--- src/rtl/cass_pkg.sv ---
// Shared types, codes and constants of the cluster access sector splitter.
package cass_pkg;

  localparam int MAX_CLUSTER_SECTORS = 64;
  localparam int MAX_SECTOR_BYTES    = 4096;
  localparam int MIN_SECTOR_BYTES    = 512;

  localparam int LBA_W   = 28;
  localparam int POS_W   = 32;
  localparam int CNT_W   = 32;
  localparam int SB_W    = 13;
  localparam int CS_W    = 7;
  localparam int OFF_W   = 12;
  localparam int TOT_W   = 19;
  localparam int CSIZE_W = 19;
  localparam int SEC_W   = 7;
  localparam int QIDX_W  = 3;
  localparam int QDEPTH  = 2;

  localparam logic [LBA_W-1:0] FIRST_DATA_CLUSTER = 28'd2;

  localparam logic [1:0] OP_READ  = 2'd0;
  localparam logic [1:0] OP_WRITE = 2'd1;
  localparam logic [1:0] OP_CLEAR = 2'd2;
  localparam logic [1:0] OP_NONE  = 2'd3;

  localparam logic [2:0] KIND_DIRECT_READ = 3'd0;
  localparam logic [2:0] KIND_EXTRACT     = 3'd1;
  localparam logic [2:0] KIND_FULL_WRITE  = 3'd2;
  localparam logic [2:0] KIND_RMW         = 3'd3;
  localparam logic [2:0] KIND_ZERO        = 3'd4;

  localparam logic [1:0] REG_DATA_START      = 2'd0;
  localparam logic [1:0] REG_SECTOR_BYTES    = 2'd1;
  localparam logic [1:0] REG_CLUSTER_SECTORS = 2'd2;

  typedef struct packed {
    logic [1:0]       opcode;
    logic [LBA_W-1:0] cluster_number;
    logic [POS_W-1:0] byte_position;
    logic [CNT_W-1:0] byte_count;
  } in_req_t;

  typedef struct packed {
    logic [LBA_W-1:0] sector_lba;
    logic [OFF_W-1:0] offset_in_sector;
    logic [SB_W-1:0]  chunk_length;
    logic [2:0]       access_kind;
    logic [TOT_W-1:0] bytes_so_far;
    logic             last_command;
  } out_cmd_t;

  // One classified request, ready for the command sequencer.
  typedef struct packed {
    logic [1:0]       op;
    logic [LBA_W-1:0] base_lba;
    logic [SEC_W-1:0] start_sec;
    logic [OFF_W-1:0] start_byte;
    logic [CNT_W-1:0] count;
    logic [SB_W-1:0]  sb;
    logic [CS_W-1:0]  cs;
  } job_t;

  function automatic logic [SB_W-1:0] sat_sector_bytes(input logic [SB_W-1:0] v);
    logic [SB_W-1:0] r;
    r = v;
    if (v < SB_W'(MIN_SECTOR_BYTES)) r = SB_W'(MIN_SECTOR_BYTES);
    if (v > SB_W'(MAX_SECTOR_BYTES)) r = SB_W'(MAX_SECTOR_BYTES);
    return r;
  endfunction

  function automatic logic [CS_W-1:0] sat_cluster_sectors(input logic [CS_W-1:0] v);
    logic [CS_W-1:0] r;
    r = v;
    if (v == '0) r = CS_W'(1);
    if (v > CS_W'(MAX_CLUSTER_SECTORS)) r = CS_W'(MAX_CLUSTER_SECTORS);
    return r;
  endfunction

endpackage

--- src/rtl/cass_front.sv ---
// Request front end: base LBA, position modulo cluster size, start sector and byte.
module cass_front import cass_pkg::*; (
  input  logic             clk,
  input  logic             rst_n,
  input  logic             req_push,
  input  in_req_t          req_data,
  output logic             req_busy,
  input  logic [SB_W-1:0]  sb,
  input  logic [CS_W-1:0]  cs,
  input  logic [LBA_W-1:0] data_start,
  output logic             job_push,
  output job_t             job_data,
  input  logic             job_full
);

  localparam logic [1:0] F_IDLE = 2'd0;
  localparam logic [1:0] F_REM  = 2'd1;
  localparam logic [1:0] F_QUO  = 2'd2;
  localparam logic [1:0] F_PUSH = 2'd3;

  logic [1:0]         state_r, state_nxt;
  logic [1:0]         op_r;
  logic [LBA_W-1:0]   prod_r;
  logic [CNT_W-1:0]   count_r;
  logic [POS_W-1:0]   pos_sh_r;
  logic [CSIZE_W-1:0] csize_r;
  logic [CSIZE_W-1:0] rem_r;
  logic [4:0]         step_r;
  logic [SEC_W-1:0]   sec_r;
  logic [SB_W-1:0]    sb_r;
  logic [CS_W-1:0]    cs_r;

  logic [CSIZE_W:0]   rem_trial;
  logic [CSIZE_W-1:0] rem_step;
  logic [CSIZE_W-1:0] quo_div;
  logic               accept;

  assign accept   = (state_r == F_IDLE) && req_push;
  assign req_busy = (state_r != F_IDLE);

  // One bit of the position per cycle through a restoring remainder.
  assign rem_trial = {rem_r, pos_sh_r[POS_W-1]};
  assign rem_step  = (rem_trial >= {1'b0, csize_r}) ?
                     CSIZE_W'(rem_trial - {1'b0, csize_r}) : CSIZE_W'(rem_trial);
  assign quo_div   = CSIZE_W'({6'd0, sb_r} << step_r[2:0]);

  assign job_push            = (state_r == F_PUSH) && !job_full;
  assign job_data.op         = op_r;
  assign job_data.base_lba   = LBA_W'(data_start + prod_r);
  assign job_data.start_sec  = sec_r;
  assign job_data.start_byte = rem_r[OFF_W-1:0];
  assign job_data.count      = count_r;
  assign job_data.sb         = sb_r;
  assign job_data.cs         = cs_r;

  always_comb begin
    state_nxt = state_r;
    unique case (state_r)
      F_IDLE: begin
        if (req_push && req_data.opcode != OP_NONE) begin
          state_nxt = (req_data.opcode == OP_CLEAR) ? F_PUSH : F_REM;
        end
      end
      F_REM:  if (step_r == '0) state_nxt = F_QUO;
      F_QUO:  if (step_r == '0) state_nxt = F_PUSH;
      F_PUSH: if (!job_full) state_nxt = F_IDLE;
      default: state_nxt = F_IDLE;
    endcase
  end

  always_ff @(posedge clk) begin
    if (!rst_n) begin
      state_r <= F_IDLE;
    end else begin
      state_r <= state_nxt;
    end
  end

  always_ff @(posedge clk) begin
    if (accept) begin
      op_r     <= req_data.opcode;
      prod_r   <= LBA_W'(cs * LBA_W'(req_data.cluster_number - FIRST_DATA_CLUSTER));
      count_r  <= req_data.byte_count;
      pos_sh_r <= req_data.byte_position;
      // The cluster size needs the full 19 bits, up to 4096 * 64.
      csize_r  <= CSIZE_W'(sb) * CSIZE_W'(cs);
      rem_r    <= '0;
      step_r   <= 5'd31;
      sec_r    <= '0;
      sb_r     <= sb;
      cs_r     <= cs;
    end else if (state_r == F_REM) begin
      rem_r    <= rem_step;
      pos_sh_r <= {pos_sh_r[POS_W-2:0], 1'b0};
      step_r   <= (step_r == '0) ? 5'd5 : step_r - 5'd1;
    end else if (state_r == F_QUO) begin
      // Sector index is below 64, so six compare-subtract steps find it.
      if (rem_r >= quo_div) begin
        rem_r                <= rem_r - quo_div;
        sec_r[step_r[2:0]]   <= 1'b1;
      end
      step_r <= step_r - 5'd1;
    end
  end

endmodule

--- src/rtl/cass_queue.sv ---
// Short job queue between the front end and the command sequencer.
module cass_queue import cass_pkg::*; (
  input  logic clk,
  input  logic rst_n,
  input  logic push,
  input  job_t push_data,
  output logic full,
  input  logic pop,
  output job_t pop_data,
  output logic empty
);

  localparam int PTR_W = $clog2(QDEPTH);
  localparam int FILL_W = $clog2(QDEPTH + 1);

  job_t              entries_r [QDEPTH];
  logic [PTR_W-1:0]  wr_ptr_r;
  logic [PTR_W-1:0]  rd_ptr_r;
  logic [FILL_W-1:0] fill_r;
  logic              do_push;
  logic              do_pop;

  assign full     = (fill_r == FILL_W'(QDEPTH));
  assign empty    = (fill_r == '0);
  assign do_push  = push && !full;
  assign do_pop   = pop && !empty;
  assign pop_data = entries_r[rd_ptr_r];

  always_ff @(posedge clk) begin
    if (!rst_n) begin
      wr_ptr_r <= '0;
      rd_ptr_r <= '0;
      fill_r   <= '0;
    end else begin
      if (do_push) begin
        wr_ptr_r <= (wr_ptr_r == PTR_W'(QDEPTH - 1)) ? '0 : wr_ptr_r + 1'b1;
      end
      if (do_pop) begin
        rd_ptr_r <= (rd_ptr_r == PTR_W'(QDEPTH - 1)) ? '0 : rd_ptr_r + 1'b1;
      end
      if (do_push && !do_pop) begin
        fill_r <= fill_r + 1'b1;
      end else if (do_pop && !do_push) begin
        fill_r <= fill_r - 1'b1;
      end
    end
  end

  always_ff @(posedge clk) begin
    if (do_push) begin
      entries_r[wr_ptr_r] <= push_data;
    end
  end

endmodule

--- src/rtl/cass_back.sv ---
// Command sequencer: walks the sectors of one job and emits one command per cycle unless the output is held.
module cass_back import cass_pkg::*; (
  input  logic     clk,
  input  logic     rst_n,
  input  job_t     job_data,
  input  logic     job_empty,
  output logic     job_pop,
  output logic     cmd_valid,
  output out_cmd_t cmd_data,
  input  logic     cmd_pop
);

  logic             active_r;
  logic [1:0]       op_r;
  logic [LBA_W-1:0] lba_r;
  logic [SEC_W-1:0] sec_r;
  logic [OFF_W-1:0] byte_r;
  logic [CNT_W-1:0] count_r;
  logic [TOT_W-1:0] total_r;
  logic [SB_W-1:0]  sb_r;
  logic [CS_W-1:0]  cs_r;
  logic             out_valid_r;
  out_cmd_t         out_data_r;

  logic [SB_W-1:0]  left;
  logic [SB_W-1:0]  len;
  logic [CNT_W-1:0] count_nxt;
  logic [TOT_W-1:0] total_nxt;
  logic             end_of_cluster;
  logic             emit;
  out_cmd_t         cmd;

  assign job_pop   = !active_r && !job_empty;
  assign emit      = active_r && (!out_valid_r || cmd_pop);
  assign cmd_valid = out_valid_r;
  assign cmd_data  = out_data_r;

  always_comb begin
    left           = sb_r - {1'b0, byte_r};
    end_of_cluster = ({1'b0, sec_r} + 8'd1) == {1'b0, cs_r};
    if (op_r == OP_CLEAR) begin
      len = sb_r;
    end else if (count_r < {{(CNT_W-SB_W){1'b0}}, left}) begin
      len = count_r[SB_W-1:0];
    end else begin
      len = left;
    end
    count_nxt = count_r - {{(CNT_W-SB_W){1'b0}}, len};
    total_nxt = total_r + {{(TOT_W-SB_W){1'b0}}, len};

    cmd.sector_lba       = lba_r;
    cmd.offset_in_sector = (op_r == OP_CLEAR) ? '0 : byte_r;
    cmd.chunk_length     = len;
    cmd.bytes_so_far     = total_nxt;
    unique case (op_r)
      OP_READ: begin
        cmd.access_kind  = (byte_r == '0) ? KIND_DIRECT_READ : KIND_EXTRACT;
        cmd.last_command = (count_nxt == '0) || end_of_cluster;
      end
      OP_WRITE: begin
        cmd.access_kind  = (byte_r == '0 && len == sb_r) ? KIND_FULL_WRITE : KIND_RMW;
        cmd.last_command = (count_nxt == '0) || end_of_cluster;
      end
      default: begin
        cmd.access_kind  = KIND_ZERO;
        cmd.last_command = end_of_cluster;
      end
    endcase
  end

  always_ff @(posedge clk) begin
    if (!rst_n) begin
      active_r    <= 1'b0;
      out_valid_r <= 1'b0;
    end else begin
      if (job_pop) begin
        active_r <= 1'b1;
      end else if (emit && cmd.last_command) begin
        active_r <= 1'b0;
      end
      if (emit) begin
        out_valid_r <= 1'b1;
      end else if (cmd_pop) begin
        out_valid_r <= 1'b0;
      end
    end
  end

  always_ff @(posedge clk) begin
    if (job_pop) begin
      op_r    <= job_data.op;
      lba_r   <= LBA_W'(job_data.base_lba + {{(LBA_W-SEC_W){1'b0}}, job_data.start_sec});
      sec_r   <= job_data.start_sec;
      byte_r  <= job_data.start_byte;
      count_r <= job_data.count;
      total_r <= '0;
      sb_r    <= job_data.sb;
      cs_r    <= job_data.cs;
    end else if (emit) begin
      lba_r   <= lba_r + 1'b1;
      sec_r   <= sec_r + 1'b1;
      byte_r  <= '0;
      count_r <= count_nxt;
      total_r <= total_nxt;
    end
    if (emit) begin
      out_data_r <= cmd;
    end
  end

endmodule

--- src/rtl/cluster_access_sector_splitter.sv ---
// Top level of the cluster access sector splitter: configuration registers and the three parts.
// A read or write request is taken by the front end, which then finds the bit-serial
// remainder of the byte position by the cluster size and then the sector index, and hands
// it on, waiting while the job queue is full; a clear request skips both steps. The
// sequencer then emits one sector command per cycle while the result side pops, and a
// two-entry job queue lets the front end work on the next request meanwhile. Sector
// size and cluster sectors are clamped to 512..4096 and 1..64 when used. Configuration
// writes are always taken and must only happen while no request is in flight.
module cluster_access_sector_splitter import cass_pkg::*; (
  input  logic             clk,
  input  logic             rst_n,
  input  logic             in_push,
  input  in_req_t          in_data,
  output logic             in_full,
  output logic             out_empty,
  output out_cmd_t         out_data,
  input  logic             out_pop,
  input  logic             cfg_valid,
  output logic             cfg_ready,
  input  logic [1:0]       cfg_index,
  input  logic [LBA_W-1:0] cfg_data
);

  logic [LBA_W-1:0] data_start_r;
  logic [SB_W-1:0]  sector_bytes_r;
  logic [CS_W-1:0]  cluster_sectors_r;

  logic job_push;
  job_t job_in;
  logic job_full;
  logic job_pop;
  job_t job_out;
  logic job_empty;
  logic cmd_valid;

  assign cfg_ready = 1'b1;
  assign out_empty = !cmd_valid;

  always_ff @(posedge clk) begin
    if (!rst_n) begin
      data_start_r      <= '0;
      sector_bytes_r    <= SB_W'(MIN_SECTOR_BYTES);
      cluster_sectors_r <= CS_W'(1);
    end else if (cfg_valid && cfg_ready) begin
      unique case (cfg_index)
        REG_DATA_START:      data_start_r      <= cfg_data;
        REG_SECTOR_BYTES:    sector_bytes_r    <= cfg_data[SB_W-1:0];
        REG_CLUSTER_SECTORS: cluster_sectors_r <= cfg_data[CS_W-1:0];
        default: ;
      endcase
    end
  end

  cass_front u_front (
    .clk        (clk),
    .rst_n      (rst_n),
    .req_push   (in_push),
    .req_data   (in_data),
    .req_busy   (in_full),
    .sb         (sat_sector_bytes(sector_bytes_r)),
    .cs         (sat_cluster_sectors(cluster_sectors_r)),
    .data_start (data_start_r),
    .job_push   (job_push),
    .job_data   (job_in),
    .job_full   (job_full)
  );

  cass_queue u_queue (
    .clk       (clk),
    .rst_n     (rst_n),
    .push      (job_push),
    .push_data (job_in),
    .full      (job_full),
    .pop       (job_pop),
    .pop_data  (job_out),
    .empty     (job_empty)
  );

  cass_back u_back (
    .clk       (clk),
    .rst_n     (rst_n),
    .job_data  (job_out),
    .job_empty (job_empty),
    .job_pop   (job_pop),
    .cmd_valid (cmd_valid),
    .cmd_data  (out_data),
    .cmd_pop   (out_pop)
  );

  a_no_queue_overflow: assert property (@(posedge clk) disable iff (!rst_n)
    !(job_push && job_full))
    else $error("job queue written while full");

  a_no_queue_underflow: assert property (@(posedge clk) disable iff (!rst_n)
    !(job_pop && job_empty))
    else $error("job queue read while empty");

  a_zero_fill_offset: assert property (@(posedge clk) disable iff (!rst_n)
    (!out_empty && out_data.access_kind == KIND_ZERO) |-> out_data.offset_in_sector == '0)
    else $error("zero-fill command with nonzero offset");

  a_idle_after_reset: assert property (@(posedge clk)
    (rst_n && $past(!rst_n)) |-> (!in_full && out_empty))
    else $error("block not idle after reset");

endmodule
--- config.mk ---
export PLATFORM = sky130hd
export DESIGN_NAME = cluster_access_sector_splitter
export DESIGN_NICKNAME = d
export VERILOG_FILES = /design/src/rtl/cass_pkg.sv /design/src/rtl/cass_front.sv /design/src/rtl/cass_queue.sv /design/src/rtl/cass_back.sv /design/src/rtl/cluster_access_sector_splitter.sv
export SDC_FILE = /design/constraint.sdc
export NUM_CORES = 2
export LEC_CHECK = 0
export ABC_CLOCK_PERIOD_IN_PS = 12800
export BUFFER_PORTS_ARGS = -buffer_cell sky130_fd_sc_hd__clkbuf_2
export CORE_AREA = 3 3 260 262
export DETAILED_ROUTE_END_ITERATION = 6
export DIE_AREA = 0 0 263 265
export PLACE_DENSITY = 0.75
export SLEW_MARGIN = 20
export SYNTH_ARGS = -nofsm -noshare
export SYNTH_HDL_FRONTEND = slang
export SYNTH_HIERARCHICAL = 1
export SYNTH_SLANG_ARGS = --single-unit
--- constraint.sdc ---
create_clock -name clk -period 12.8 [get_ports clk]
set_input_delay 0.64 -clock clk [delete_from_list [all_inputs] [get_ports clk]]
set_output_delay 0.64 -clock clk [all_outputs]
set_load 0.05 [all_outputs]
==> results.md <==
- Master of the slowest instance on the critical path: a2bb2oi_1
- Number of iterations in the first detailed-routing pass: 6
- CP Capture Type: flop
- Area of all placed cells without fillers: 43200 sq um
- Layout cells sized above 1: 0.115
- WL/cell: 19.5 um
- Final Slew Violations: 0
- Result of the run: complete, no violations
- Routed WL: 92800 um
- Period minus WS final: 8510 ps
- Class of the tightest hold or removal check: input port to flop
- Highest signal layer in the routed design: met5
- CTS H-Tree Depth: 3
- First-pass GRT wire length: 150000 um
- Post-synth net total: 4161
- WP data required: 13230 ps
- Cell accounting for the most synthesized area: edfxtp_1
- Total global routing track utilization: 0.268
- IR Drop Worst-Case VDD: 0.000209 V
- Part of the cycle the worst path needs: 0.664
- Die width: 263 um
- Critical path's largest stage delay: 690 ps
- Clock input transition at the sequential cells of the worst setup and hold paths: 60 ps
- Maximum number of pins on one net before global-route repair: 81
- Met3 wirelength from detailed routing: 4870 um
- Yosys reg bits: 619
- Area growth syn-to-layout: 9.96%
- Number of nets in the layout: 4323
- Power per standard cell area: 230 nW/um^2
- Static leakage power: 17.3 nW
- Cells after synthesis: 3683
- Portion of synthesized cell area occupied by the leading cell type: 0.391
- Starting utilization of the core area: 0.599
- Clock Skew: 26.1 ps
- Register area share after synthesis: 0.446
- Clock root buffer: clkbuf_16
- Number of diodes: 0
- Remaining number of nets flagged by the antenna check after routing: 0
- Routability cong.: 0.926
- Core Box Area: 65600 sq um
- Buffers added on ports: 206
- Worst-Margin Slew: 1110 ps
- Maximum fanout encountered on the critical timing path: 13
- Final hold violations: 0
- Yosys cell types: 106
- Ys async rst share: 0
- Final standard cell utilization of the core: 0.658
- Iter 0 DRT Violations: 2264
- Yosys warning total: 6
- Number of enable-type register cells in the synthesized netlist: 512
- Syn Area/Cell: 10.7 sq um
- Placed cell area: 40900 sq um
- Total standard cell area after synthesis: 39300 sq um
- Insertion delay to the later sink of the worst-skew pair: 620 ps
- Cts repair resizes: 0
- Arrival time reported for the critical path endpoint: 8930 ps
- Top Ports: 208
- Met2 routed WL: 44300 um
- Via-to-Cell Ratio: 5.81
- TritonCTS clock tree: yes
- Number of setup buffers added after CTS: 0
- TritonCTS Buffers: 68
- Quantity of hold-fixing buffers added after cts: 0
- Routed met1 length: 40800 um
- Number of sinks driven by the clock tree: 619
- CP startpoint kind: flop
- Vias in the first global route: 27500
- Setup slack of the worst register-to-register path: 4290 ps
- Crit Path Category: flop to flop
- Total of max-cap violations: 0
- Top flip-flop cell by instance count after synthesis: edfxtp_1
- Ranking of synthesized cells by area: edfxtp_1 39%, fa_1 8.7%, ha_1 5.7%, dfxtp_1 5.5%, nand2_1 4.4%
- Remaining global-route overflow: 0
- Placed Cells incl. Taps: 4639
- HPWL Detailed: 67100 um
- Row cnt: 94
- Buffers from clock root to sink, at most: 3
- Die Area: 69700 sq um
- Overall Power: 9.96 mW
- Final-layout setup total negative slack: 0 ps
- Slew HR: 0.260
- Number of setup violations in the final report: 0
- Die Ht: 265 um
- Residual DRC count: 0
- Setup repair after global routing missed its margin: no
- Total via count after detailed routing: 27700
- Maximum clock frequency: 118 MHz
- Initial antenna violation count: 1
- Final instance count without filler cells: 4760
[synth_stat cells (21+ instances only)]
cell type and number:
a211oi_1 21, a21boi_0 28, a21boi_1 21, a21o_1 22, a21oi_1 161, and2_1 101, and3_1 32, clkbuf_1 93
dfxtp_1 107, edfxtp_1 512, fa_1 170, ha_1 179, inv_1 268, mux2_1 90, mux2i_1 35, nand2_1 461
nand2b_1 55, nand3_1 75, nand4_1 29, nor2_1 212, nor2b_1 139, nor3_1 45, nor4_1 28, o21a_1 30
o21ai_0 139, xnor2_1 188, xor2_1 66
[power breakdown]
part	leakage, nW	total [mW]	switching (mW)	internal (mW)
Sequential	5.60	3.42	0.408	3.01
Combinational	10.6	4.54	2.89	1.65
Clock	1.11	1.99	0.830	1.16
[path summary, 6_finish.rpt]
check	startpoint	endpoint	cells after the start
max	u_back/byte_r[0]	u_back/active_r	34
min	in_data[30]	u_front/count_r[30]	1
max reg2reg	u_back/byte_r[0]	u_back/active_r	34
min reg2reg	u_front/cs_r[3]	u_queue/entries_r[1][3]	0
[stage by stage]
stage	worst slack, ps	hold slack (ps)
after floorplan	5510	421
after global placement	4590	423
after detailed placement	4450	429
after CTS	4420	151
after global routing	3550	171
final	4290	197
[worst max-delay path, delay by kind of cell, from the launching register on]
kind	cells	cell delay (ps)
flops	1	480
compound gates	19	4700
simple gates	7	1320
xor+xnor	2	470
fa+ha+maj	4	1160
buf+inv	2	180
[layout by cell type (no fill, tap or decap), drive strengths merged, types with 110 or more instances in the layout]
cell type and count:
xnor2 190, a21oi 161, mux2 110, edfxtp 512, nor2b 139, fa 170, ha 179, clkbuf 284
nor2 213, inv 277, o21ai 151, nand2 461
[flip-flops by register name, indices dropped and copies added, names as in the netlist, 19 cells and up, named ones only]
signal             count
u_front/prod_r        28
u_front/csize_r       19
u_front/count_r       32
u_front/rem_r         19
u_back/count_r        32
u_back/lba_r          28
u_back/total_r        19
u_queue/entries_r    202
u_front/pos_sh_r      32
u_back/cmd_data       76
data_start_r          28
[cell families after synthesis]
logic type / count (synthesis) / share of synthesized area
other: 1 / 0.0000954
muxes: 148 / 0.0422
buffers and inverters: 419 / 0.0455
adders and majority gates: 361 / 0.147
xor gates and xnor gates: 257 / 0.0580
DFF: 619 / 0.446
and+or+nand+nor: 1255 / 0.157
AOI/OAI and AO/OA: 623 / 0.105
[metal layers]
metal | global-route usage | vias up
li1 | - | 13200
met1 | 0.373 | 13500
met4 | 0.0930 | 2
met5 | 0 | -
met3 | 0.0340 | 155
met2 | 0.439 | 770
[final cells by class]
cell class,count,area (sq um)
Clock buffer,78,1800
Multi-Input combinational cell,2645,20000
Sequential cell,619,17500
Inverter,276,1040
Tap cell,864,1080
Fill cell,5199,22400
Timing Repair Buffer,235,1250
Clock inverter,43,477
Power figures use the tool's default switching activity.
